--- config.mk ---
export PLATFORM = sky130hd
export DESIGN_NAME = kr_fmt
export DESIGN_NICKNAME = d
export VERILOG_FILES = /design/src/hw/rtl/kr_pkg.sv /design/src/hw/rtl/kr_fmt.sv
export SDC_FILE = /design/constraint.sdc
export NUM_CORES = 1
export LEC_CHECK = 0
export CORE_AREA = 2 2 202 204
export CTS_CLUSTER_DIAMETER = 200
export CTS_CLUSTER_SIZE = 20
export DETAILED_ROUTE_END_ITERATION = 16
export DIE_AREA = 0 0 204 206
export DONT_BUFFER_PORTS = 1
export SLEW_MARGIN = 20
export SYNTH_ARGS = -nofsm -noshare
export SYNTH_HDL_FRONTEND = slang
export SYNTH_SLANG_ARGS = --single-unit
--- constraint.sdc ---
create_clock -name clk -period 3.35 [get_ports clk]
set_input_delay 0.335 -clock clk [delete_from_list [all_inputs] [get_ports clk]]
set_output_delay 0.335 -clock clk [all_outputs]
set_load 0.005 [all_outputs]
--- src/hw/rtl/kr_pkg.sv ---
// Shared types and constants for the keyed record table.
// Holds the request and result structs, codes, cell control and state types.
// No dependencies.
`timescale 1ns / 1ps

package kr_pkg;

    // Action codes carried in a request.
    typedef enum logic [2:0] {
        ACT_INSERT = 3'd0,
        ACT_LOOKUP = 3'd1,
        ACT_UPDATE = 3'd2,
        ACT_DELETE = 3'd3,
        ACT_LIST   = 3'd4
    } action_t;

    // Result status codes.
    typedef enum logic [2:0] {
        ST_OK        = 3'd0,
        ST_FULL      = 3'd1,
        ST_DUP       = 3'd2,
        ST_NOT_FOUND = 3'd3,
        ST_CANCEL    = 3'd4,
        ST_INVALID   = 3'd5,
        ST_EMPTY     = 3'd6
    } status_t;

    // Update target codes; the remaining codes are invalid targets.
    typedef enum logic [2:0] {
        ED_CANCEL   = 3'd0,
        ED_TITLE    = 3'd1,
        ED_ARTIST   = 3'd2,
        ED_DURATION = 3'd3,
        ED_GENRE    = 3'd4
    } edit_t;

    // Controller states.
    typedef enum logic [2:0] {
        S_IDLE,
        S_CMP,
        S_FIND,
        S_ACT,
        S_LIST
    } state_t;

    // Operation broadcast to every cell of the chain.
    typedef enum logic [2:0] {
        CELL_HOLD,
        CELL_CMP,
        CELL_LOAD,
        CELL_EDIT,
        CELL_SHIFT
    } cell_op_t;

    // Command from the controller to the chain.
    typedef struct packed {
        cell_op_t   op;
        logic [2:0] edit;
    } kr_cmd_t;

    // Per-cell control: the broadcast command plus the cell's position flags.
    typedef struct packed {
        cell_op_t   op;
        logic [2:0] edit;
        logic       sel;    // this cell is the target entry
        logic       above;  // this cell sits at or after the target entry
        logic       live;   // this cell holds an entry below the fill count
    } kr_cell_ctl_t;

    // One request.
    typedef struct packed {
        logic [2:0]  action;
        logic [15:0] key;
        logic [15:0] duration_in;
        logic [63:0] title_in;
        logic [63:0] artist_in;
        logic [63:0] genre_in;
        logic [2:0]  edit_field;
    } kr_req_t;

    // One result.
    typedef struct packed {
        logic [2:0]  status;
        logic [4:0]  slot;
        logic [15:0] key_out;
        logic [15:0] duration_out;
        logic [10:0] minutes_out;
        logic [5:0]  seconds_out;
        logic [63:0] title_out;
        logic [63:0] artist_out;
        logic [63:0] genre_out;
        logic [5:0]  fill_count;
        logic        last;
    } kr_res_t;

    // Minutes are taken as (duration * RECIP_MUL) >> RECIP_SHIFT, exact for 16 bits.
    localparam int          SEC_PER_MIN = 60;
    localparam logic [15:0] RECIP_MUL   = 16'd34953;
    localparam int          RECIP_SHIFT = 21;

endpackage

--- src/hw/rtl/kr_fmt.sv ---
// Result formatter: splits the duration into minutes and seconds over two stages.
// Minutes come from a reciprocal multiply; seconds from a shift-and-subtract.
// Depends on kr_pkg.
`timescale 1ns / 1ps

module kr_fmt (
    input  logic            clk,
    input  logic            rst_n,
    input  logic            req_valid,
    input  kr_pkg::kr_res_t req,
    output logic            done,
    output kr_pkg::kr_res_t result
);
    import kr_pkg::*;

    logic        v1_reg;
    kr_res_t     res1_reg;
    logic [31:0] prod1_reg;
    logic        done_reg;
    kr_res_t     result_reg;

    logic [10:0] minutes;
    logic [16:0] min_x60;
    logic [15:0] secs_wide;
    kr_res_t     result_next;

    // Minutes and remainder from the registered product.
    always_comb
    begin
        minutes     = prod1_reg[RECIP_SHIFT +: 11];
        min_x60     = {minutes, 6'b0} - {4'b0, minutes, 2'b0};
        secs_wide   = res1_reg.duration_out - min_x60[15:0];
        result_next = res1_reg;
        result_next.minutes_out = minutes;
        result_next.seconds_out = secs_wide[5:0];
    end

    // Stage valid flags.
    always_ff @(posedge clk or negedge rst_n)
    begin
        if (!rst_n)
        begin
            v1_reg   <= 1'b0;
            done_reg <= 1'b0;
        end
        else
        begin
            v1_reg   <= req_valid;
            done_reg <= v1_reg;
        end
    end

    // Stage payloads.
    always_ff @(posedge clk)
    begin
        res1_reg   <= req;
        prod1_reg  <= 32'(req.duration_out) * 32'(RECIP_MUL);
        result_reg <= result_next;
    end

    assign done   = done_reg;
    assign result = result_reg;

`ifndef SYNTHESIS
    a_sec_range: assert property (@(posedge clk) disable iff (!rst_n)
        done |-> (result.seconds_out < 6'd60))
        else $error("seconds out of range");

    a_split_exact: assert property (@(posedge clk) disable iff (!rst_n)
        done |-> ((16'(result.minutes_out) * 16'd60 + 16'(result.seconds_out))
                  == result.duration_out))
        else $error("minutes and seconds do not rebuild the duration");
`endif

endmodule

-- Word-level counts from Yosys, hierarchy flattened
Index checks and enable logic that the tools add are counted.
- $add $sub $neg: 2
- $mul: 1
- operators by type and width (cell ; count):
    $mul 16x16->32 const B ; 1
    $sub 1x6->6 const A ; 1
    $sub 6x6->6 ; 1
- register bits after elaboration: 529
- bits of input ports: 259
- output and inout port bits: 257
- logic and storage cells: 26

-- Depth between registers and ports, before layout
Gate-level depths: netlist of the first run.
- word-level depth: 2
- depth in mapped cells: 15
- mapped depth without buffers: 14

-- Worst setup path before layout of the first run
OpenSTA, ideal clock, no wires.
- path kind: input to register
- from: input port req[219] in the netlist's numbering
- to: register prod1_reg[30]
- setup time: 95 ps
- data arrival time: 3959 ps
- data required time: 3255 ps
- slack: -705 ps
- cell stages on the path: 14
- buffers on the path: 0
- cell sequence: ha_1 fa_1 inv_1 fa_1 inv_1 ha_1 ha_1 ha_1 a21o_1 a211o_1 a21oi_2 o22ai_1 or4b_1 o311ai_1
- word-level cells in the longest chain between the ends: 1
- ends and longest elaborated chain (element ; RTL line ; RTL):
    start: declaration ; kr_fmt.sv:10 ; input kr_pkg::kr_res_t req,
    $mul 16x16->32 ; kr_fmt.sv:57 ; prod1_reg <= 32'(req.duration_out) * 32'(RECIP_MUL);
    end signal: assignment ; kr_fmt.sv:57 ;
    end: declaration ; kr_fmt.sv:18 ; logic [31:0] prod1_reg;
Every way passes these cells.

-- Final worst setup path of the first run
Ends and elaborated chain as after synthesis.

==> metrics.csv, run 1 <==
stage,metric,value,unit
sta,slew_violations,0,
synthesis,async_flop_share,0.00395,
routing,vias,6771,
synthesis,yosysTopAreaCell,dfxtp_1,
synthesis,synth-edff-count,0,
layout,regArea,10100,um2
floorplan,core,40200,um2
routing,wl_per_cell,20.9,um
critical_path,path_common_cell,ha_4,
sta,clock_skew,20.3,ps
synthesis,dominantRegCellSynth,dfxtp_1,
outcome,status,completed,
critical_path,cp_max_fo,4,
synthesis,synth.top_cell.area_share,0.790,
flow_run,cap_violations,0,
synthesis,ys_seq_area_frac,0.794,
global_route,grt_start_max_net_pins,22,
critical_path,path_depth,14,
cts,clock-root-buffer,clkbuf_16,
synthesis,synth-xor-area-share,0.00823,
routing,drt_first_pass_iters,4,
synthesis,synthMuxAreaShare,0.000784,
critical_path,worstRegToRegCells,4,
layout,multi_input_area,2660,um2
sta,period_share,0.979,
synthesis,syn_avg_cell_area,16.0,um2
critical_path,cp_cell_sequence,ha_4 -> fa_1 -> inv_1 -> fa_1 -> inv_2 -> ha_4 -> ha_4 -> ha_4 -> a21o_1 -> a211o_1 -> a21oi_2 -> o22ai_2 -> or4b_4 -> o311ai_2,
floorplan,num_rows,74,
cts,cts_buffers,29,
floorplan,start_util,0.318,
critical_path,worst_setup_path_end_kind,flop,
synthesis,yosysMostFrequentCell,dfxtp_1,
routing,vias_per_cell,4.07,
layout,largest_reg_flops,254,
routing,wl_met2,17.9,mm
cts,cts_buffer_depth,3,
sta,setup_violations,0,
layout,area_growth,35.1,%
synthesis,synth_cell_types,44,
routing,dr.max_layer_used,met4,
power_and_ir_drop,power.leakage,0.00747,uW
sta,rsz0062_at_grt,false,
global_route,grt_pass1_vias,7193,
synthesis,synth_nets,1178,
layout,layout.nets,1506,
critical_path,cp_num_buf_inv,2,
critical_path,crit_slowest_cell,fa_1,
synthesis,synth_fa_ha_area_frac,0.129,
cts,cts.sinks,506,
cts,clk_pin_slew,90,ps
cts,insertion_delay,570,ps
sta,fmax,305,MHz
sta,hold_ws,190,ps
layout,drive_gt1_frac,0.107,
synthesis,synth_compound_area_frac,0.0371,
routing,postRouteAntennaNets,0,
global_route,grt_remaining_overflow,0,
synthesis,synth_cells,799,
placed_design,hpwl,25.3,mm
synthesis,synthSimpleGateAreaFrac,0.0147,
placed_design,portBuffers,0,
global_route,grt_first_pass_wirelength,47.5,mm
routing,m1WireLength,13.1,mm
critical_path,cp_top_family,adder cells,
cts,htree_levels,1,
floorplan,die-height,206,um
critical_path,max_stage_delay,530,ps
synthesis,synthTopCellsByArea,"dfxtp_1 (79%), ha_1 (9.8%), fa_1 (3.1%), inv_1 (1.4%), a21oi_1 (0.74%)",
sta,max_slew_margin,0.723,
synthesis,synth_top_family_by_area,adder cells,
floorplan,die-area,42000,um2
critical_path,worstPathArrival,3770,ps
synthesis,ys_seq_elements,506,
floorplan,fp.dieW,204,um
routing,drt_iter0_drc,260,
placed_design,pre_cts_ws,-531,ps
layout,fillers,3567,
sta,setup_slack,69.0,ps
global_route,antenna_found_initial,4,
floorplan,pin_count,516,
routing,wl,34.8,mm
worst_hold_path,hold_class,in2reg,
synthesis,yosys_warnings,0,
critical_path,timing.setup.critical_path_class,in2reg,
cts,postCtsSetupRepairBufs,0,
placed_design,routabilityCongestion,0.805,
sta,tightest_slew,416,ps
synthesis,synth_common_cells,"dfxtp_1 (504), ha_1 (100), inv_1 (49), fa_1 (20), a21oi_1 (19)",
synthesis,synth_area,12800,um2
worst_hold_path,hold_depth,3,
power_and_ir_drop,peakVddDrop,0.342,mV
power_and_ir_drop,pwr_density_cell,707,nW/um2
routing,met3_wirelength,2.41,mm
critical_path,required,3840,ps
global_route,grt.total_usage,0.155,
critical_path,startpoint_type,primary input,
sta,hold_viol,0,
routing,drc,0,
sta,layout_min_cycle_time,3280,ps
cts,cts_tree,done,
-- through the flow --
step	util	power, uW	cells	instance area (um2)	TNS [ps]
after floorplan	-	7850	799	13000	-1960
after global placement	0.350	8640	1386	14100	-3800
after detailed placement	0.350	8670	1386	14100	-3900
after CTS	0.429	12300	1660	17200	0
after global routing	0.430	12800	1662	17300	0
final	0.430	12200	1662	17300	0
-- where the power goes --
group | internal [uW] | switching, uW | leakage, uW
combinational | 1130 | 923 | 0.00283
clock | 1560 | 1870 | 0.000367
sequential | 6460 | 272 | 0.00428
-- final timing paths --
kind,slack [ps],end,startpoint
worst max register to register,2030,result[203],prod1_reg[2]
worst max-delay path,70,prod1_reg[30],req[219]
min in group asynchronous,550,done,rst_n
max in group asynchronous,2670,v1_reg,rst_n
worst min-delay path,190,prod1_reg[31],req[230]
worst min register to register,330,result[143],res1_reg[143]
-- cells in the final DEF (no fill, tap or decap), drive strengths merged, types with 2 or more instances in the layout --
cell type / instances
xnor2: 7
a31oi: 3
o211ai: 2
a21o: 7
nor2: 14
o31ai: 2
a21oi: 20
o21bai: 2
inv: 50
xor2: 5
fa: 20
nand4: 5
nor3: 2
ha: 100
clkbuf: 31
dfxtp: 504
o21a: 5
nor2b: 2
dfrtp: 2
o311ai: 2
nand2: 12
buf: 58
diode: 2
a211o: 3
dlygate4sd3: 242
o21ai: 11
a211oi: 3
-- layout make-up --
cell class / instances / share of cell area
Antenna cell: 2 / 0.000290
Multi-Input combinational cell: 241 / 0.154
Timing Repair Buffer: 300 / 0.166
Tap cell: 532 / 0.0386
Clock inverter: 1 / 0.000942
Inverter: 49 / 0.0107
Sequential cell: 506 / 0.587
Clock buffer: 31 / 0.0425
-- cells by family (layout without fill, tap and decap cells) --
| family | after synthesis | in the layout |
|---|---|---|
| buffers and inverters | 52 | 381 |
| adder cells (fa/ha/maj) | 120 | 120 |
| AO/OA/AOI/OAI | 68 | 68 |
| multiplexers | 1 | 1 |
| flip-flops | 506 | 506 |
| other | 0 | 2 |
| XOR/XNOR | 12 | 12 |
| AND/OR/NAND/NOR | 40 | 40 |
-- worst register-to-register path, stage by stage (launching register included) --
cell	delay [ps]
dfxtp_1	430
ha_1	210
inv_1	60
fa_1	370
xnor2_1	140
-- per-layer routing --
layer,up-vias,track usage
li1,3241,-
met1,3181,0.172
met2,285,0.282
met3,64,0.0402
met4,0,0.0644
met5,-,0
-- what timing repair did --
action	4_1_cts	5_1_grt
gates resized for setup	0	4
endpoints found under the setup margin	0	1
hold buffers	242	0
endpoints found under the hold margin	243	0
Power figures use the tool's default switching activity.
==> run 2, diff against run 1 <==
--- a/config.mk
+++ b/config.mk
@@ -5,11 +5,12 @@
 export SDC_FILE = /design/constraint.sdc
 export NUM_CORES = 1
 export LEC_CHECK = 0
-export CORE_AREA = 2 2 202 204
+export ABC_AREA = 1
+export CORE_AREA = 2 2 200 202
 export CTS_CLUSTER_DIAMETER = 200
 export CTS_CLUSTER_SIZE = 20
 export DETAILED_ROUTE_END_ITERATION = 16
-export DIE_AREA = 0 0 204 206
+export DIE_AREA = 0 0 202 204
 export DONT_BUFFER_PORTS = 1
 export SLEW_MARGIN = 20
 export SYNTH_ARGS = -nofsm -noshare
==> run 2 against run 1 <==
  * Non-clock buffer count shrank 31
  * Routed wire length grew 2.5%
  * Largest cell class unchanged
  * Combinational power shrank 8%
  * Total power shrank 1.1%
  * Clock skew grew 4.1 ps
  * Synthesized area grew 3.2%
  * Maximum frequency grew 10%
  * Global-route usage grew 1.2 points
  * Critical path depth grew 3
==> metrics.csv, run 2 <==
stage,metric,value,unit,change
synthesis,ys_seq_elements,506,,unchanged
worst_hold_path,hold_depth,4,,+1
cts,htree_levels,1,,unchanged
worst_hold_path,min_from,req[230],,
floorplan,die-height,204,um,-0.97%
routing,wl_per_cell,20.1,um,-4.1%
synthesis,yosysTopAreaCell,dfxtp_1,,
critical_path,r2r_slack,2000,ps,-30 ps
critical_path,timing.setup.critical_path_class,in2reg,,
critical_path,worstRegToRegCells,4,,unchanged
sta,fmax,336,MHz,+10%
critical_path,r2r-end,result[202],,
floorplan,core,39200,um2,-2.5%
synthesis,synth_nets,1331,,+13%
worst_hold_path,hold_class,in2reg,,
synthesis,syn_avg_cell_area,13.8,um2,-13%
placed_design,hpwl,25.3,mm,+0.19%
sta,tightest_slew,292,ps,-123 ps
power_and_ir_drop,power.leakage,0.00778,uW,+4.1%
sta,clock_skew,24.4,ps,+4.11 ps
global_route,grt_pass1_vias,7726,,+7.4%
synthesis,synth_common_cells,"dfxtp_1 (504), nand2_1 (123), ha_1 (100), inv_1 (95), nor2_1 (28)",,
synthesis,synth.top_cell.area_share,0.766,,-0.0242
sta,max_slew_margin,0.803,,+0.0800
routing,drt_iter0_drc,166,,-36%
sta,layout_min_cycle_time,2980,ps,-302 ps
critical_path,cp_num_buf_inv,3,,+1
power_and_ir_drop,pwr_density_cell,698,nW/um2,-1.3%
critical_path,path_common_cell,nand2_1,,
layout,layout.nets,1629,,+8.2%
critical_path,max_stage_delay,520,ps,about the same
floorplan,die-area,41200,um2,-1.9%
cts,cts_buffer_depth,3,,unchanged
synthesis,ys_seq_area_frac,0.770,,-0.0243
power_and_ir_drop,peakVddDrop,0.425,mV,+24%
sta,slew_violations,0,,unchanged
critical_path,cp_top_family,adder cells,,
global_route,grt_remaining_overflow,0,,unchanged
worst_hold_path,holdPathEnd,prod1_reg[31],,
critical_path,required,3860,ps,+20 ps
critical_path,cp_max_fo,3,,-1
placed_design,routabilityCongestion,0.871,,+8.2%
critical_path,startpoint_type,primary input,,
synthesis,yosys_warnings,0,,unchanged
placed_design,portBuffers,0,,unchanged
placed_design,place_inst,1502,,+8.4%
global_route,antenna_found_initial,1,,-3
outcome,status,completed,,
critical_path,cp_cell_sequence,ha_1 -> inv_1 -> fa_1 -> fa_1 -> inv_1 -> ha_1 -> ha_1 -> ha_1 -> nand2_1 -> inv_1 -> nand2_1 -> nor2_1 -> nand2_1 -> nor2_1 -> nand2_1 -> nand3_1 -> nand2_1,,
global_route,grt_start_max_net_pins,22,,unchanged
layout,post-route-util,0.442,,+0.0120
synthesis,synth-edff-count,0,,unchanged
sta,rsz0062_at_grt,false,,
layout,largest_reg_flops,254,,unchanged
global_route,grt_first_pass_wirelength,51.5,mm,+8.5%
cts,cts_tree,done,,
critical_path,crit_slowest_cell,fa_1,,
global_route,grt.total_usage,0.167,,+0.0123
routing,drt_first_pass_iters,4,,unchanged
power_and_ir_drop,power,12100,uW,-1.1%
cts,cts_buffers,29,,unchanged
synthesis,synth_cell_types,23,,-48%
layout,final_cell_mix,"dfxtp_1 (504), dlygate4sd3_1 (242), nand2_1 (123), inv_1 (95), ha_1 (94)",,
cts,insertion_delay,600,ps,+30 ps
critical_path,crit-reg2reg-launch,prod1_reg[21],,
routing,drc,0,,unchanged
sta,hold_ws,194,ps,+3.87 ps
routing,postRouteAntennaNets,0,,unchanged
layout,fillers,3429,,-3.9%
floorplan,num_rows,73,,-1.4%
synthesis,dominantRegCellSynth,dfxtp_1,,
layout,antenna_cells,0,,-2
sta,setup_violations,0,,unchanged
flow_run,cap_violations,0,,unchanged
synthesis,synth_cells,952,,+19%
routing,wl,35.6,mm,+2.5%
critical_path,worstPathArrival,3490,ps,-280 ps
floorplan,pin_count,516,,unchanged
sta,period_share,0.889,,-0.0902
cts,clock-root-buffer,clkbuf_16,,
layout,final_cells,1776,,+6.9%
critical_path,worstSetupStartpoint,req[217],,
synthesis,synth_area,13200,um2,+3.2%
floorplan,start_util,0.336,,+0.0184
layout,final_common_cell,dfxtp_1,,
synthesis,async_flop_share,0.00395,,unchanged
critical_path,worst_setup_path_end_kind,flop,,
synthesis,synthTopCellsByArea,"dfxtp_1 (77%), ha_1 (9.5%), nand2_1 (3.5%), fa_1 (3.0%), inv_1 (2.7%)",,
cts,clk_pin_slew,90,ps,about the same
floorplan,fp.dieW,202,um,-0.98%
layout,area_growth,31.3,%,
sta,hold_viol,0,,unchanged
synthesis,yosysMostFrequentCell,dfxtp_1,,
routing,vias_per_cell,4.14,,+1.6%
layout,drive_gt1_frac,0.0624,,-0.0449
routing,vias,7348,,+8.5%
cts,cts.sinks,506,,unchanged
-- run 2: cell count changes in the layout (fill, tap and decap cells not counted), moves of 5 or more --
cell	before	now
nand2_1	11	123
inv_1	48	95
buf_4	58	27
nand3_1	1	20
nor2_1	13	28
ha_1	84	94
ha_4	15	6
a21o_1	6	1
xor2_1	5	0
-- run 2: kinds of logic after synthesis --
kind of cell / synth area share
AOI/OAI and AO/OA: 0.0170
buffers and inverters: 0.0282
xor gates and xnor gates: 0.00199
DFF: 0.770
adders and majority gates: 0.125
and+or+nand+nor: 0.0579
-- run 2: worst register-to-register path: cells and delay by family (launching register included) --
| family | cells | cell delay, ps |
|---|---|---|
| adder cells (fa/ha/maj) | 2 | 740 |
| flip-flops | 1 | 410 |
| buffers and inverters | 2 | 110 |
-- run 2: layer usage --
metal | up-vias | routed length (um) | global-route usage
li1 | 3549 | - | -
met1 | 3510 | 13400 | 0.183
met2 | 245 | 19300 | 0.322
met3 | 44 | 1980 | 0.0375
met4 | 0 | 968 | 0.0470
met5 | - | 0 | 0
-- run 2: report_power, final --
group | switching (uW) | internal [uW]
registers | 278 | 6450
logic | 1000 | 879
clock network | 1900 | 1560
total | 3180 | 8900
-- run 2: layout make-up --
class,instances,area [um2],share of cell area
flip-flops and latches,506,10100,0.586
multi-input cells,349,2760,0.159
repair buffers,269,2630,0.152
clock buffers,30,729,0.0422
well taps,525,657,0.0380
inverters,95,357,0.0206
clock inverters,2,36.3,0.00210
-- run 2: metrics by stage --
stage	worst slack [ps]	cell area (um2)	setup TNS, ps
global placement	-221	14100	-1580
finish	371	17300	0
floorplan	4.33	13300	0
detailed placement	-232	14100	-1940
global route	225	17300	0
CTS	447	17300	0
-- run 2: worst max path at each step --
stage	cells after the start	slack [ps]	endpoint
after detailed placement	16	-230	prod1_reg[31]
after global placement	16	-220	prod1_reg[31]
final	17	370	prod1_reg[29]
after floorplan	16	4	prod1_reg[31]
after global routing	18	230	prod1_reg[29]
after CTS	18	450	prod1_reg[29]
-- run 2: timing repair --
item,4_1_cts,5_1_grt
hold buffers,242,0
setup buffers,0,0
hold endpoints to repair,243,0
endpoints found under the setup margin,0,0
gates resized for setup,0,0
