$ cat config.mk
export PLATFORM = sky130hd
export DESIGN_NAME = kr_ctrl
export DESIGN_NICKNAME = d
export VERILOG_FILES = /design/src/hw/rtl/kr_pkg.sv /design/src/hw/rtl/kr_ctrl.sv
export SDC_FILE = /design/constraint.sdc
export NUM_CORES = 1
export LEC_CHECK = 0
export BUFFER_PORTS_ARGS = -buffer_cell sky130_fd_sc_hd__buf_4
export CORE_AREA = 10 10 374 376
export CTS_CLUSTER_SIZE = 20
export DETAILED_ROUTE_END_ITERATION = 12
export DIE_AREA = 0 0 384 386
export GPL_ROUTABILITY_DRIVEN = 0
export GPL_TIMING_DRIVEN = 0
export HOLD_SLACK_MARGIN = 0.02
export PLACE_DENSITY_LB_ADDON = 0.1
export SYNTH_ARGS = -nofsm -noshare
export SYNTH_HDL_FRONTEND = slang
export SYNTH_SLANG_ARGS = --single-unit
$ cat constraint.sdc
create_clock -name clk -period 26.3 [get_ports clk]
set_input_delay 3.945 -clock clk [delete_from_list [all_inputs] [get_ports clk]]
set_output_delay 3.945 -clock clk [all_outputs]
set_load 0.005 [all_outputs]
$ cat src/hw/rtl/kr_pkg.sv
// Shared types and constants for the keyed record table.
// Holds the request and result structs, codes, cell control and state types.
// No dependencies.
`timescale 1ns / 1ps

package kr_pkg;

    // Action codes carried in a request.
    typedef enum logic [2:0] {
        ACT_INSERT = 3'd0,
        ACT_LOOKUP = 3'd1,
        ACT_UPDATE = 3'd2,
        ACT_DELETE = 3'd3,
        ACT_LIST   = 3'd4
    } action_t;

    // Result status codes.
    typedef enum logic [2:0] {
        ST_OK        = 3'd0,
        ST_FULL      = 3'd1,
        ST_DUP       = 3'd2,
        ST_NOT_FOUND = 3'd3,
        ST_CANCEL    = 3'd4,
        ST_INVALID   = 3'd5,
        ST_EMPTY     = 3'd6
    } status_t;

    // Update target codes; the remaining codes are invalid targets.
    typedef enum logic [2:0] {
        ED_CANCEL   = 3'd0,
        ED_TITLE    = 3'd1,
        ED_ARTIST   = 3'd2,
        ED_DURATION = 3'd3,
        ED_GENRE    = 3'd4
    } edit_t;

    // Controller states.
    typedef enum logic [2:0] {
        S_IDLE,
        S_CMP,
        S_FIND,
        S_ACT,
        S_LIST
    } state_t;

    // Operation broadcast to every cell of the chain.
    typedef enum logic [2:0] {
        CELL_HOLD,
        CELL_CMP,
        CELL_LOAD,
        CELL_EDIT,
        CELL_SHIFT
    } cell_op_t;

    // Command from the controller to the chain.
    typedef struct packed {
        cell_op_t   op;
        logic [2:0] edit;
    } kr_cmd_t;

    // Per-cell control: the broadcast command plus the cell's position flags.
    typedef struct packed {
        cell_op_t   op;
        logic [2:0] edit;
        logic       sel;    // this cell is the target entry
        logic       above;  // this cell sits at or after the target entry
        logic       live;   // this cell holds an entry below the fill count
    } kr_cell_ctl_t;

    // One request.
    typedef struct packed {
        logic [2:0]  action;
        logic [15:0] key;
        logic [15:0] duration_in;
        logic [63:0] title_in;
        logic [63:0] artist_in;
        logic [63:0] genre_in;
        logic [2:0]  edit_field;
    } kr_req_t;

    // One result.
    typedef struct packed {
        logic [2:0]  status;
        logic [4:0]  slot;
        logic [15:0] key_out;
        logic [15:0] duration_out;
        logic [10:0] minutes_out;
        logic [5:0]  seconds_out;
        logic [63:0] title_out;
        logic [63:0] artist_out;
        logic [63:0] genre_out;
        logic [5:0]  fill_count;
        logic        last;
    } kr_res_t;

    // Minutes are taken as (duration * RECIP_MUL) >> RECIP_SHIFT, exact for 16 bits.
    localparam int          SEC_PER_MIN = 60;
    localparam logic [15:0] RECIP_MUL   = 16'd34953;
    localparam int          RECIP_SHIFT = 21;

endpackage

$ cat src/hw/rtl/kr_ctrl.sv
// Controller for the keyed record table: sequences compare, find and act steps.
// Drives the cell chain commands and builds the raw result for the formatter.
// Depends on kr_pkg.
`timescale 1ns / 1ps

module kr_ctrl #(
    parameter int   ENTRIES   = 32,
    parameter int   KEY_BITS  = 16,
    parameter int   TEXT_BITS = 64,
    localparam int  IDX_W     = (ENTRIES > 1) ? $clog2(ENTRIES) : 1,
    localparam int  CNT_W     = $clog2(ENTRIES + 1)
) (
    input  logic                 clk,
    input  logic                 rst_n,
    input  logic                 start,
    input  kr_pkg::kr_req_t      req,
    output logic                 busy,
    input  logic [ENTRIES-1:0]   hits,
    input  logic [KEY_BITS-1:0]  rd_key,
    input  logic [15:0]          rd_dur,
    input  logic [TEXT_BITS-1:0] rd_title,
    input  logic [TEXT_BITS-1:0] rd_artist,
    input  logic [TEXT_BITS-1:0] rd_genre,
    output kr_pkg::kr_cmd_t      cmd,
    output logic [IDX_W-1:0]     tgt,
    output logic [CNT_W-1:0]     count,
    output logic [IDX_W-1:0]     rd_idx,
    output logic [KEY_BITS-1:0]  new_key,
    output logic [15:0]          new_dur,
    output logic [TEXT_BITS-1:0] new_title,
    output logic [TEXT_BITS-1:0] new_artist,
    output logic [TEXT_BITS-1:0] new_genre,
    output logic                 res_valid,
    output kr_pkg::kr_res_t      res
);
    import kr_pkg::*;

    state_t               state_reg, state_next;
    logic [CNT_W-1:0]     count_reg, count_next;
    logic [IDX_W-1:0]     idx_reg, idx_next;
    logic [IDX_W-1:0]     pos_reg, pos_next;
    logic                 found_reg, found_next;

    logic [2:0]           action_reg;
    logic [KEY_BITS-1:0]  key_reg;
    logic [15:0]          dur_reg;
    logic [TEXT_BITS-1:0] title_reg;
    logic [TEXT_BITS-1:0] artist_reg;
    logic [TEXT_BITS-1:0] genre_reg;
    logic [2:0]           edit_reg;

    logic                 accept;
    logic                 list_last;
    logic [IDX_W-1:0]     hit_pos;
    logic [KEY_BITS+15:0] key_in_wide;
    logic [KEY_BITS+15:0] rd_key_wide;
    logic [KEY_BITS+15:0] new_key_wide;
    logic [TEXT_BITS+63:0] rd_title_wide, rd_artist_wide, rd_genre_wide;
    logic [TEXT_BITS+63:0] new_title_wide, new_artist_wide, new_genre_wide;
    logic [IDX_W+4:0]     rd_slot_wide;
    logic [IDX_W+4:0]     ins_slot_wide;
    logic [CNT_W+5:0]     fill_wide;
    logic [CNT_W+5:0]     fill_inc_wide;
    logic [CNT_W+5:0]     fill_dec_wide;
    kr_res_t              rd_res;

    assign busy      = (state_reg != S_IDLE);
    assign accept    = start && !busy;
    assign list_last = (CNT_W'(idx_reg) == (count_reg - CNT_W'(1)));

    // First matching entry over the registered match flags.
    always_comb
    begin
        hit_pos = '0;
        for (int i = ENTRIES - 1; i >= 0; i--)
        begin
            if (hits[i])
            begin
                hit_pos = IDX_W'(i);
            end
        end
    end

    // Width adaption between stored entries and the fixed result fields.
    assign key_in_wide     = {KEY_BITS'(0), req.key};
    assign rd_key_wide     = {16'b0, rd_key};
    assign new_key_wide    = {16'b0, key_reg};
    assign rd_title_wide   = {64'b0, rd_title};
    assign rd_artist_wide  = {64'b0, rd_artist};
    assign rd_genre_wide   = {64'b0, rd_genre};
    assign new_title_wide  = {64'b0, title_reg};
    assign new_artist_wide = {64'b0, artist_reg};
    assign new_genre_wide  = {64'b0, genre_reg};
    assign rd_slot_wide    = {5'b0, rd_idx};
    assign ins_slot_wide   = {5'b0, count_reg[IDX_W-1:0]};
    assign fill_wide       = {6'b0, count_reg};
    assign fill_inc_wide   = {6'b0, count_reg + CNT_W'(1)};
    assign fill_dec_wide   = {6'b0, count_reg - CNT_W'(1)};

    // Result describing the entry on the read port.
    always_comb
    begin
        rd_res              = '0;
        rd_res.status       = ST_OK;
        rd_res.slot         = rd_slot_wide[4:0];
        rd_res.key_out      = rd_key_wide[15:0];
        rd_res.duration_out = rd_dur;
        rd_res.title_out    = rd_title_wide[63:0];
        rd_res.artist_out   = rd_artist_wide[63:0];
        rd_res.genre_out    = rd_genre_wide[63:0];
        rd_res.fill_count   = fill_wide[5:0];
    end

    // Next state.
    always_comb
    begin
        state_next = state_reg;
        unique case (state_reg)
            S_IDLE:
            begin
                if (start)
                begin
                    if (req.action == ACT_LIST)
                    begin
                        state_next = (count_reg == '0) ? S_IDLE : S_LIST;
                    end
                    else if (req.action == ACT_INSERT || req.action == ACT_LOOKUP ||
                             req.action == ACT_UPDATE || req.action == ACT_DELETE)
                    begin
                        state_next = S_CMP;
                    end
                end
            end
            S_CMP:   state_next = S_FIND;
            S_FIND:  state_next = S_ACT;
            S_ACT:   state_next = S_IDLE;
            S_LIST:
            begin
                if (list_last)
                begin
                    state_next = S_IDLE;
                end
            end
            default: state_next = S_IDLE;
        endcase
    end

    // Outputs, chain commands and counter updates.
    always_comb
    begin
        cmd.op     = CELL_HOLD;
        cmd.edit   = edit_reg;
        tgt        = pos_reg;
        rd_idx     = pos_reg;
        res_valid  = 1'b0;
        res        = rd_res;
        count_next = count_reg;
        idx_next   = idx_reg;
        pos_next   = pos_reg;
        found_next = found_reg;
        unique case (state_reg)
            S_IDLE:
            begin
                idx_next = '0;
                if (start && req.action == ACT_LIST && count_reg == '0)
                begin
                    res_valid      = 1'b1;
                    res            = '0;
                    res.status     = ST_EMPTY;
                    res.fill_count = fill_wide[5:0];
                    res.last       = 1'b1;
                end
            end
            S_CMP:
            begin
                cmd.op = CELL_CMP;
            end
            S_FIND:
            begin
                pos_next   = hit_pos;
                found_next = |hits;
            end
            S_ACT:
            begin
                res_valid = 1'b1;
                res.last  = 1'b1;
                case (action_reg)
                    ACT_INSERT:
                    begin
                        if (count_reg == CNT_W'(ENTRIES))
                        begin
                            res            = '0;
                            res.status     = ST_FULL;
                            res.fill_count = fill_wide[5:0];
                            res.last       = 1'b1;
                        end
                        else if (found_reg)
                        begin
                            res            = '0;
                            res.status     = ST_DUP;
                            res.fill_count = fill_wide[5:0];
                            res.last       = 1'b1;
                        end
                        else
                        begin
                            cmd.op           = CELL_LOAD;
                            tgt              = count_reg[IDX_W-1:0];
                            count_next       = count_reg + CNT_W'(1);
                            res.status       = ST_OK;
                            res.slot         = ins_slot_wide[4:0];
                            res.key_out      = new_key_wide[15:0];
                            res.duration_out = dur_reg;
                            res.title_out    = new_title_wide[63:0];
                            res.artist_out   = new_artist_wide[63:0];
                            res.genre_out    = new_genre_wide[63:0];
                            res.fill_count   = fill_inc_wide[5:0];
                        end
                    end
                    ACT_LOOKUP, ACT_UPDATE, ACT_DELETE:
                    begin
                        if (!found_reg)
                        begin
                            res            = '0;
                            res.status     = ST_NOT_FOUND;
                            res.fill_count = fill_wide[5:0];
                            res.last       = 1'b1;
                        end
                        else if (action_reg == ACT_UPDATE)
                        begin
                            // The result shows the entry as it stands after the edit.
                            cmd.op = CELL_EDIT;
                            case (edit_reg)
                                ED_TITLE:    res.title_out    = new_title_wide[63:0];
                                ED_ARTIST:   res.artist_out   = new_artist_wide[63:0];
                                ED_DURATION: res.duration_out = dur_reg;
                                ED_GENRE:    res.genre_out    = new_genre_wide[63:0];
                                ED_CANCEL:   res.status       = ST_CANCEL;
                                default:     res.status       = ST_INVALID;
                            endcase
                        end
                        else if (action_reg == ACT_DELETE)
                        begin
                            // Report the old entry, then close the gap.
                            cmd.op         = CELL_SHIFT;
                            count_next     = count_reg - CNT_W'(1);
                            res.fill_count = fill_dec_wide[5:0];
                        end
                    end
                    default:
                    begin
                        res_valid = 1'b0;
                    end
                endcase
            end
            S_LIST:
            begin
                rd_idx    = idx_reg;
                res_valid = 1'b1;
                res.last  = list_last;
                idx_next  = idx_reg + IDX_W'(1);
            end
            default: ;
        endcase
    end

    // Control registers.
    always_ff @(posedge clk or negedge rst_n)
    begin
        if (!rst_n)
        begin
            state_reg <= S_IDLE;
            count_reg <= '0;
            idx_reg   <= '0;
            pos_reg   <= '0;
            found_reg <= 1'b0;
        end
        else
        begin
            state_reg <= state_next;
            count_reg <= count_next;
            idx_reg   <= idx_next;
            pos_reg   <= pos_next;
            found_reg <= found_next;
        end
    end

    // Request capture.
    always_ff @(posedge clk)
    begin
        if (accept)
        begin
            action_reg <= req.action;
            key_reg    <= key_in_wide[KEY_BITS-1:0];
            dur_reg    <= req.duration_in;
            title_reg  <= req.title_in[TEXT_BITS-1:0];
            artist_reg <= req.artist_in[TEXT_BITS-1:0];
            genre_reg  <= req.genre_in[TEXT_BITS-1:0];
            edit_reg   <= req.edit_field;
        end
    end

    assign count      = count_reg;
    assign new_key    = key_reg;
    assign new_dur    = dur_reg;
    assign new_title  = title_reg;
    assign new_artist = artist_reg;
    assign new_genre  = genre_reg;

`ifndef SYNTHESIS
    a_count_bound: assert property (@(posedge clk) disable iff (!rst_n)
        count_reg <= CNT_W'(ENTRIES))
        else $error("fill count above table size");

    a_list_in_range: assert property (@(posedge clk) disable iff (!rst_n)
        (state_reg == S_LIST) |-> (CNT_W'(idx_reg) < count_reg))
        else $error("list index past the last entry");
`endif

endmodule

# Word level (Yosys, flattened, before mapping)
# Index checks and enable logic that the tools add are counted.
# op_classes
n_addsub	3
n_eq_ne	23
mux	79
reduce_logical	21
# op_table
cell	n
256-bit case mux with 2 select lines	1
255-bit case mux with 2 select lines	1
198-bit 2-to-1 mux	2
256-bit 2-to-1 mux	1
255-bit 2-to-1 mux	1
192-bit 2-to-1 mux	1
64-bit 2-to-1 mux	3
5-bit 2-to-1 mux	37
16-bit 2-to-1 mux	3
39-bit 2-to-1 mux	1
32-bit OR reduction	1
3-bit 2-to-1 mux	10
6-bit 2-to-1 mux	5
3-bit by 2-bit equality test with 1-bit output (second input constant)	8
21-bit 2-to-1 mux	1
3-bit case mux with 2 select lines	3
3-bit by 1-bit equality test with 1-bit output (second input constant)	4
3-bit logical NOT	4
3-bit case mux with 4 select lines	1
6-bit case mux with 2 select lines	1
2-bit != test (second input constant)	5
5-bit case mux with 2 select lines	1
3-bit equality test (second input constant)	3
4-bit OR reduction	2
other kinds (18)	26
# word_totals
regBits	250
wordCells	138

# Logic depth before layout (Yosys ltp)
# Gate-level depths: netlist of run 1.
# depth
ltp_word	32
ltp_mapped	10
depth_no_buf	7

# Worst setup path after synthesis of run 1
# Ideal clock, no wire load.
# synth_timing
path_kind	input -> output
from	input port start
to	output port res[220] (netlist bit)
arrival_time_ns	18.850
required_ns	22.355
path_slack_ns	3.505
stages	6
path_buffers	1
path_cell_list	nor4b_2 > nand4_2 > nand2_1 > o31ai_1 > buf_2 > a22o_1
# synth_lines
element	line	text
start: declaration	kr_ctrl.sv:15	input logic start,
end: declaration	kr_ctrl.sv:34	output kr_pkg::kr_res_t res

==> results of run 1 <==
[area by class of cell]
type                    count  area (um2)
clock buffers              56        1040
repair buffers            997        7617
diodes                      9       22.52
inverters                  14       52.55
clock inverters            14       102.6
flip-flops and latches    250        7407
fillers                 14770      109800
plain buffers              88       515.5
multi-input cells         529        3821
well taps                1768        2212
[power groups by stage]
stage / combinational, mW / clock, mW / sequential [mW]
2_1_floorplan: 0.234 / 0 / 0.616
3_3_place_gp: 0.727 / 0 / 0.669
3_5_place_dp: 0.761 / 0 / 0.602
4_1_cts: 0.763 / 0.524 / 0.596
5_1_grt: 0.795 / 0.537 / 0.602
6_report: 0.737 / 0.494 / 0.593
[per-layer routing]
| metal | routed length, um | part of all wire (%) | GRT usage, % | vias up |
|---|---|---|---|---|
| met3 | 10030 | 9.7 | 5.902 | 110 |
| met2 | 52890 | 51 | 22.83 | 569 |
| met4 | 2719 | 2.6 | 3.812 | 14 |
| li1 | - | - | - | 5597 |
| met1 | 37780 | 37 | 13.95 | 6141 |
| met5 | 78 | 0.075 | 0 | - |
[kinds of logic (layout without fill, tap and decap cells)]
logic type	Yosys count	count (layout)	share of synthesized area, %
adder cells (fa/ha/maj)	4	4	0.4279
AND/OR/NAND/NOR	160	160	6.942
other	1	26	0.03206
XOR/XNOR	8	8	0.5990
buffers and inverters	102	1169	4.856
flip-flops	250	250	63.32
AO/OA/AOI/OAI	330	330	22.90
multiplexers	10	10	0.9199
[worst max-delay path, stage by stage]
cell and delay, ps:
buf_4 90, nor4b_4 760, nand4_2 370, nand2_1 320
o31ai_4 140, buf_16 190, clkbuf_1 350, a22o_1 440
buf_4 180
[per-stage QoR]
stage / setup slack, ps / util, %
CTS: 15410 / 17.17
global placement: -9052 / 16.05
global route: 15270 / 17.18
finish: 15520 / 17.18
detailed placement: 15420 / 16.31
floorplan: 3505 / -
[placed cells by master, fill, tap and decap left out, drive strengths merged, types with 4 or more instances in the layout]
cell / count
inv: 16
nand2b: 4
edfxtp: 230
nor4b: 4
nand3: 18
o31ai: 6
o21ai: 25
a22o: 231
mux2i: 4
nand2: 40
ha: 4
conb: 17
clkbuf: 85
nor2: 45
buf: 1056
nor3: 14
or3: 5
mux2: 6
clkinv: 11
diode: 9
o22ai: 4
nor2b: 4
a21oi: 28
xnor2: 7
dfrtp: 20
nor4: 6
a31oi: 11
nor3b: 4
[worst max-delay path by stage]
| stage | slack [ps] | end | start |
|---|---|---|---|
| after floorplan | 3500 | res[220] | start |
| after global placement | -9050 | res[228] | start |
| after detailed placement | 15420 | res[20] | start |
| after CTS | 15410 | res[20] | start |
| after global routing | 15270 | res[18] | start |
| final | 15520 | res[18] | start |
==> impl_metrics.py, run 1 <==
metrics = {
    "clocking": {
        "cts.sinks": 250,
        "cts_setup_buffers": 0,
        "cts_max_path_buffers": 3,
        "clkLatencyLatePin_ps": 590,
        "htreeDepth": 2,
        "cts_tree": "done",
        "clkSlewWorstSetupHoldPaths_ps": 50,
        "numCtsBuffers": 39,
        "post_cts_resized": 0,
        "cts-root-buf": "clkbuf_16",
        "hold_buffers": 0,
    },
    "routing": {
        "initialDrtViolationCount": 577,
        "finalWirelength_um": 103500,
        "ant_nets": 0,
        "vias": 12430,
        "avgViaCountPerCell": 3.337,
        "wire_per_inst_um": 27.78,
        "detail_route.first_pass.iterations": 5,
        "drc": 0,
    },
    "synth": {
        "syn_area_mm2": 0.01170,
        "ys_seq_elements": 250,
        "ys_seq_area_share_pct": 63.32,
        "synth_top_area_share_pct": 59.04,
        "synth.distinct_cells": 67,
        "synthCells": 865,
        "ys.warnings.count": 0,
        "synth.most_common_cell": "a22o_1",
        "synth_edf_count": 230,
        "async_reset_ff_share_pct": 8.000,
        "ys_top_cells_by_count": "a22o_1, edfxtp_1, nor2_1, nand2_1, buf_2",
        "avgSynthCellArea_um2": 13.52,
        "synth_ff_type": "edfxtp_1",
        "yosysTopAreaCell": "edfxtp_1",
        "ys_top_cells_by_area": "edfxtp_1, a22o_1, dfrtp_1",
    },
    "power_and_ir_drop": {
        "pwr_density_cell_mw_per_mm2": 80.06,
        "combinationalPowerShare_pct": 40.4,
        "vdd.ir_drop.worst_mv": 0.04146,
        "power.total_mw": 1.825,
        "clkPwrFrac_pct": 27.1,
        "switching_share_pct": 36.36,
        "seqPwrFrac_pct": 32.5,
        "internal-power_mw": 1.161,
        "switchingPower_uw": 663.5,
        "leakagePower_nw": 9.634,
    },
    "global_routing": {
        "overflow": 0,
        "grt_pass1_vias": 13510,
        "track_usage_pct": 13.02,
        "grt_max_degree": 21,
        "antenna_found_initial": 22,
        "grt_pass1_wl_um": 131100,
    },
    "worst_setup_path": {
        "crit_fanout": 11,
        "crit_required_ps": 22350,
        "arrival_ps": 6830,
        "cp-start-kind": "input port",
        "path_class": "in2out",
        "r2r_cells": 8,
        "cp-end-kind": "primary output",
        "r2r-end": "count[5]",
        "r2r_setup_slack_ps": 22770,
        "r2r_start": "count[1]",
    },
    "floorplanning": {
        "die_h_um": 386,
        "initial_core_util_pct": 8.820,
        "core_mm2": 0.1326,
        "rows": 134,
        "die-width_um": 384,
        "ioPinCount": 993,
        "die_area_mm2": 0.1482,
    },
    "cells_and_area": {
        "syn2layout_area_growth_pct": 94.83,
        "fin_nets": 2412,
        "layout-drive-gt1-share_pct": 57.60,
        "final_cells": 3725,
        "finish.instance_area_mm2": 0.02279,
    },
    "worst_hold_path": {
        "hold_class": "reg2reg",
        "min_from": "pos_reg[3]",
        "holdPathEnd": "pos_reg[3]",
        "holdPathStages": 2,
    },
    "run_status": {
        "status": "finished clean",
    },
    "sta": {
        "layout_worst_path_cycle_share_pct": 40.97,
        "setup_viol": 0,
        "rsz0062_at_grt": "no",
        "fin_crit_ps": 10780,
        "fmax_ghz": 0.09280,
        "hold_viol": 0,
        "tightest_slew_ps": 1043,
        "clock_skew_ps": 35.60,
        "slew_violations": 0,
        "holdWs_ps": 512.8,
        "fin_tns_setup_ps": 0,
        "relSlewSlack_pct": 30.31,
    },
    "flow_run": {
        "maxCapViolations": 0,
    },
    "placed_design": {
        "portBuffers": 975,
        "place_inst": 3646,
        "place_area_mm2": 0.02163,
        "hpwlAfterDp_um": 90100,
    },
}
Note: power is estimated with default switching activity, not from simulation.
==> run 2, diff against run 1 <==
--- a/config.mk
+++ b/config.mk
@@ -6,10 +6,10 @@
 export NUM_CORES = 1
 export LEC_CHECK = 0
 export BUFFER_PORTS_ARGS = -buffer_cell sky130_fd_sc_hd__buf_4
-export CORE_AREA = 10 10 374 376
+export CORE_AREA = 10 10 383 385
 export CTS_CLUSTER_SIZE = 20
 export DETAILED_ROUTE_END_ITERATION = 12
-export DIE_AREA = 0 0 384 386
+export DIE_AREA = 0 0 393 395
 export GPL_ROUTABILITY_DRIVEN = 0
 export GPL_TIMING_DRIVEN = 0
 export HOLD_SLACK_MARGIN = 0.02
==> constraint.sdc (replaced) <==
create_clock -name clk -period 9.4 [get_ports clk]
set_input_delay 1.41 -clock clk [delete_from_list [all_inputs] [get_ports clk]]
set_output_delay 1.41 -clock clk [all_outputs]
set_load 0.005 [all_outputs]
==> impl_metrics.py, run 2 (synthesis results as in run 1) <==
metrics = {
    "floorplanning": {
        "die_area_mm2": 0.1552,
        "die_h_um": 395,
        "rows": 137,
        "die-width_um": 393,
        "ioPinCount": 993,
        "initial_core_util_pct": 8.425,
        "core_mm2": 0.1388,
    },
    "routing": {
        "detail_route.first_pass.iterations": 5,
        "vias": 12520,
        "drc": 0,
        "initialDrtViolationCount": 663,
        "avgViaCountPerCell": 3.331,
        "ant_nets": 0,
        "finalWirelength_um": 104700,
        "wire_per_inst_um": 27.84,
    },
    "worst_setup_path": {
        "worstPathCellList": "clkbuf_1 -> inv_1 -> ha_1 -> nor4b_4 -> a21o_4 -> o32a_1 -> nor2_2 -> buf_2 -> a22o_1 -> buf_4",
        "cp-end-kind": "primary output",
        "cp-start-kind": "flip-flop",
        "crit_fanout": 10,
        "critPathMaxStageDelay_ps": 860,
        "crit_path_top_delay_cell": "nor2_2",
        "path_class": "reg2out",
        "arrival_ps": 4610,
        "crit_required_ps": 7990,
    },
    "sta": {
        "clock_skew_ps": 31.22,
        "fmax_ghz": 0.1661,
        "setup_slack_ps": 3381,
        "tightest_slew_ps": 1162,
        "slew_violations": 0,
        "fin_crit_ps": 6019,
        "relSlewSlack_pct": 22.53,
        "setup_viol": 0,
        "hold_viol": 0,
        "layout_worst_path_cycle_share_pct": 64.03,
        "rsz0062_at_grt": "no",
    },
    "clocking": {
        "clkSlewWorstSetupHoldPaths_ps": 50,
        "htreeDepth": 2,
        "hold_buffers": 0,
        "cts.sinks": 250,
        "post_cts_resized": 0,
        "cts_tree": "done",
        "cts_setup_buffers": 0,
        "cts-root-buf": "clkbuf_16",
        "clkLatencyLatePin_ps": 590,
        "cts_max_path_buffers": 3,
        "numCtsBuffers": 37,
    },
    "flow_run": {
        "maxCapViolations": 0,
    },
    "placed_design": {
        "hpwlAfterDp_um": 91640,
        "dp_slack_ps": 3900,
        "portBuffers": 975,
        "place_inst": 3687,
    },
    "cells_and_area": {
        "final_cells": 3760,
        "fin_nets": 2412,
        "final_cell_mix": "buf_4, a22o_1, edfxtp_1",
        "fin_util_pct": 16.49,
        "final_common_cell": "buf_4",
        "layout-drive-gt1-share_pct": 57.85,
        "syn2layout_area_growth_pct": 95.70,
    },
    "global_routing": {
        "grt_max_degree": 21,
        "grt_pass1_wl_um": 134700,
        "antenna_found_initial": 29,
        "grt_pass1_vias": 13800,
        "track_usage_pct": 12.81,
        "overflow": 0,
    },
    "power_and_ir_drop": {
        "clkPwrFrac_pct": 27.0,
        "switchingPower_mw": 1.854,
        "switching_share_pct": 36.17,
        "leakagePower_nw": 9.665,
        "internal-power_mw": 3.271,
        "vdd.ir_drop.worst_mv": 0.1063,
        "power.total_mw": 5.125,
        "seqPwrFrac_pct": 32.7,
        "combinationalPowerShare_pct": 40.3,
        "pwr_density_cell_mw_per_mm2": 223.9,
    },
    "run_status": {
        "status": "finished clean",
    },
    "worst_hold_path": {
        "hold_class": "reg2reg",
    },
}
[run 2: cell count changes in the layout (fill, tap and decap cells not counted), moves of 2 or more]
cell,change
clkinv_4,+3
clkbuf_1,-3
diode_2,-4
clkinv_1,-2
[run 2: per-stage QoR]
step | hold WS [ps] | setup TNS [ps] | cell area, um2
after floorplan | 465.7 | -521950 | 11770
after global placement | 581.5 | -3540060 | 21350
after detailed placement | 583.6 | 0 | 21720
after CTS | 596.5 | 0 | 22880
after global routing | 640.7 | 0 | 22880
final | 569.8 | 0 | 22890
[run 2: worst paths after layout]
check / slack [ps] / cells after the start / endpoint / start
min reg2reg: 570 / 2 / pos_reg[3] / pos_reg[3]
max reg2reg: 6480 / 8 / count[5] / count[0]
max in group asynchronous: 8380 / 1 / state_reg[1] / rst_n
min: 570 / 2 / pos_reg[3] / pos_reg[3]
max: 3380 / 10 / res[17] / count[0]
min in group asynchronous: 750 / 1 / count[4] / rst_n
[run 2: area by class of cell]
class | count | area [um2]
antenna | 5 | 12.51
buffer | 88 | 515.5
clock buffer | 52 | 1003
clock inverter | 16 | 158.9
fill | 15610 | 116000
inverter | 14 | 52.55
multi-input combinational | 529 | 3821
sequential | 250 | 7407
tap | 1807 | 2261
timing repair buffer | 999 | 7660
[run 2: worst max-delay path: cells and delay by family, from the launching register on]
kind                     cells  cell delay, ps
buffers and inverters        4            1190
AND/OR/NAND/NOR              2            1080
AO/OA/AOI/OAI                3             960
flip-flops                   1             410
adder cells (fa/ha/maj)      1             360
[run 2: layer usage]
layer,global-route usage [%],share of wire [%],vias up
li1,-,-,5593
met1,13.69,37,6211
met2,23.40,52,593
met3,5.000,8.8,109
met4,3.014,2.1,18
met5,0,0.11,-
[run 2: power by group through the flow]
stage	clock network, mW	registers [mW]	logic (mW)
after floorplan	0	1.68	0.658
after CTS	1.47	1.68	2.14
after global placement	0	1.81	2.04
after detailed placement	0	1.70	2.14
final	1.38	1.67	2.07
after global routing	1.51	1.70	2.22
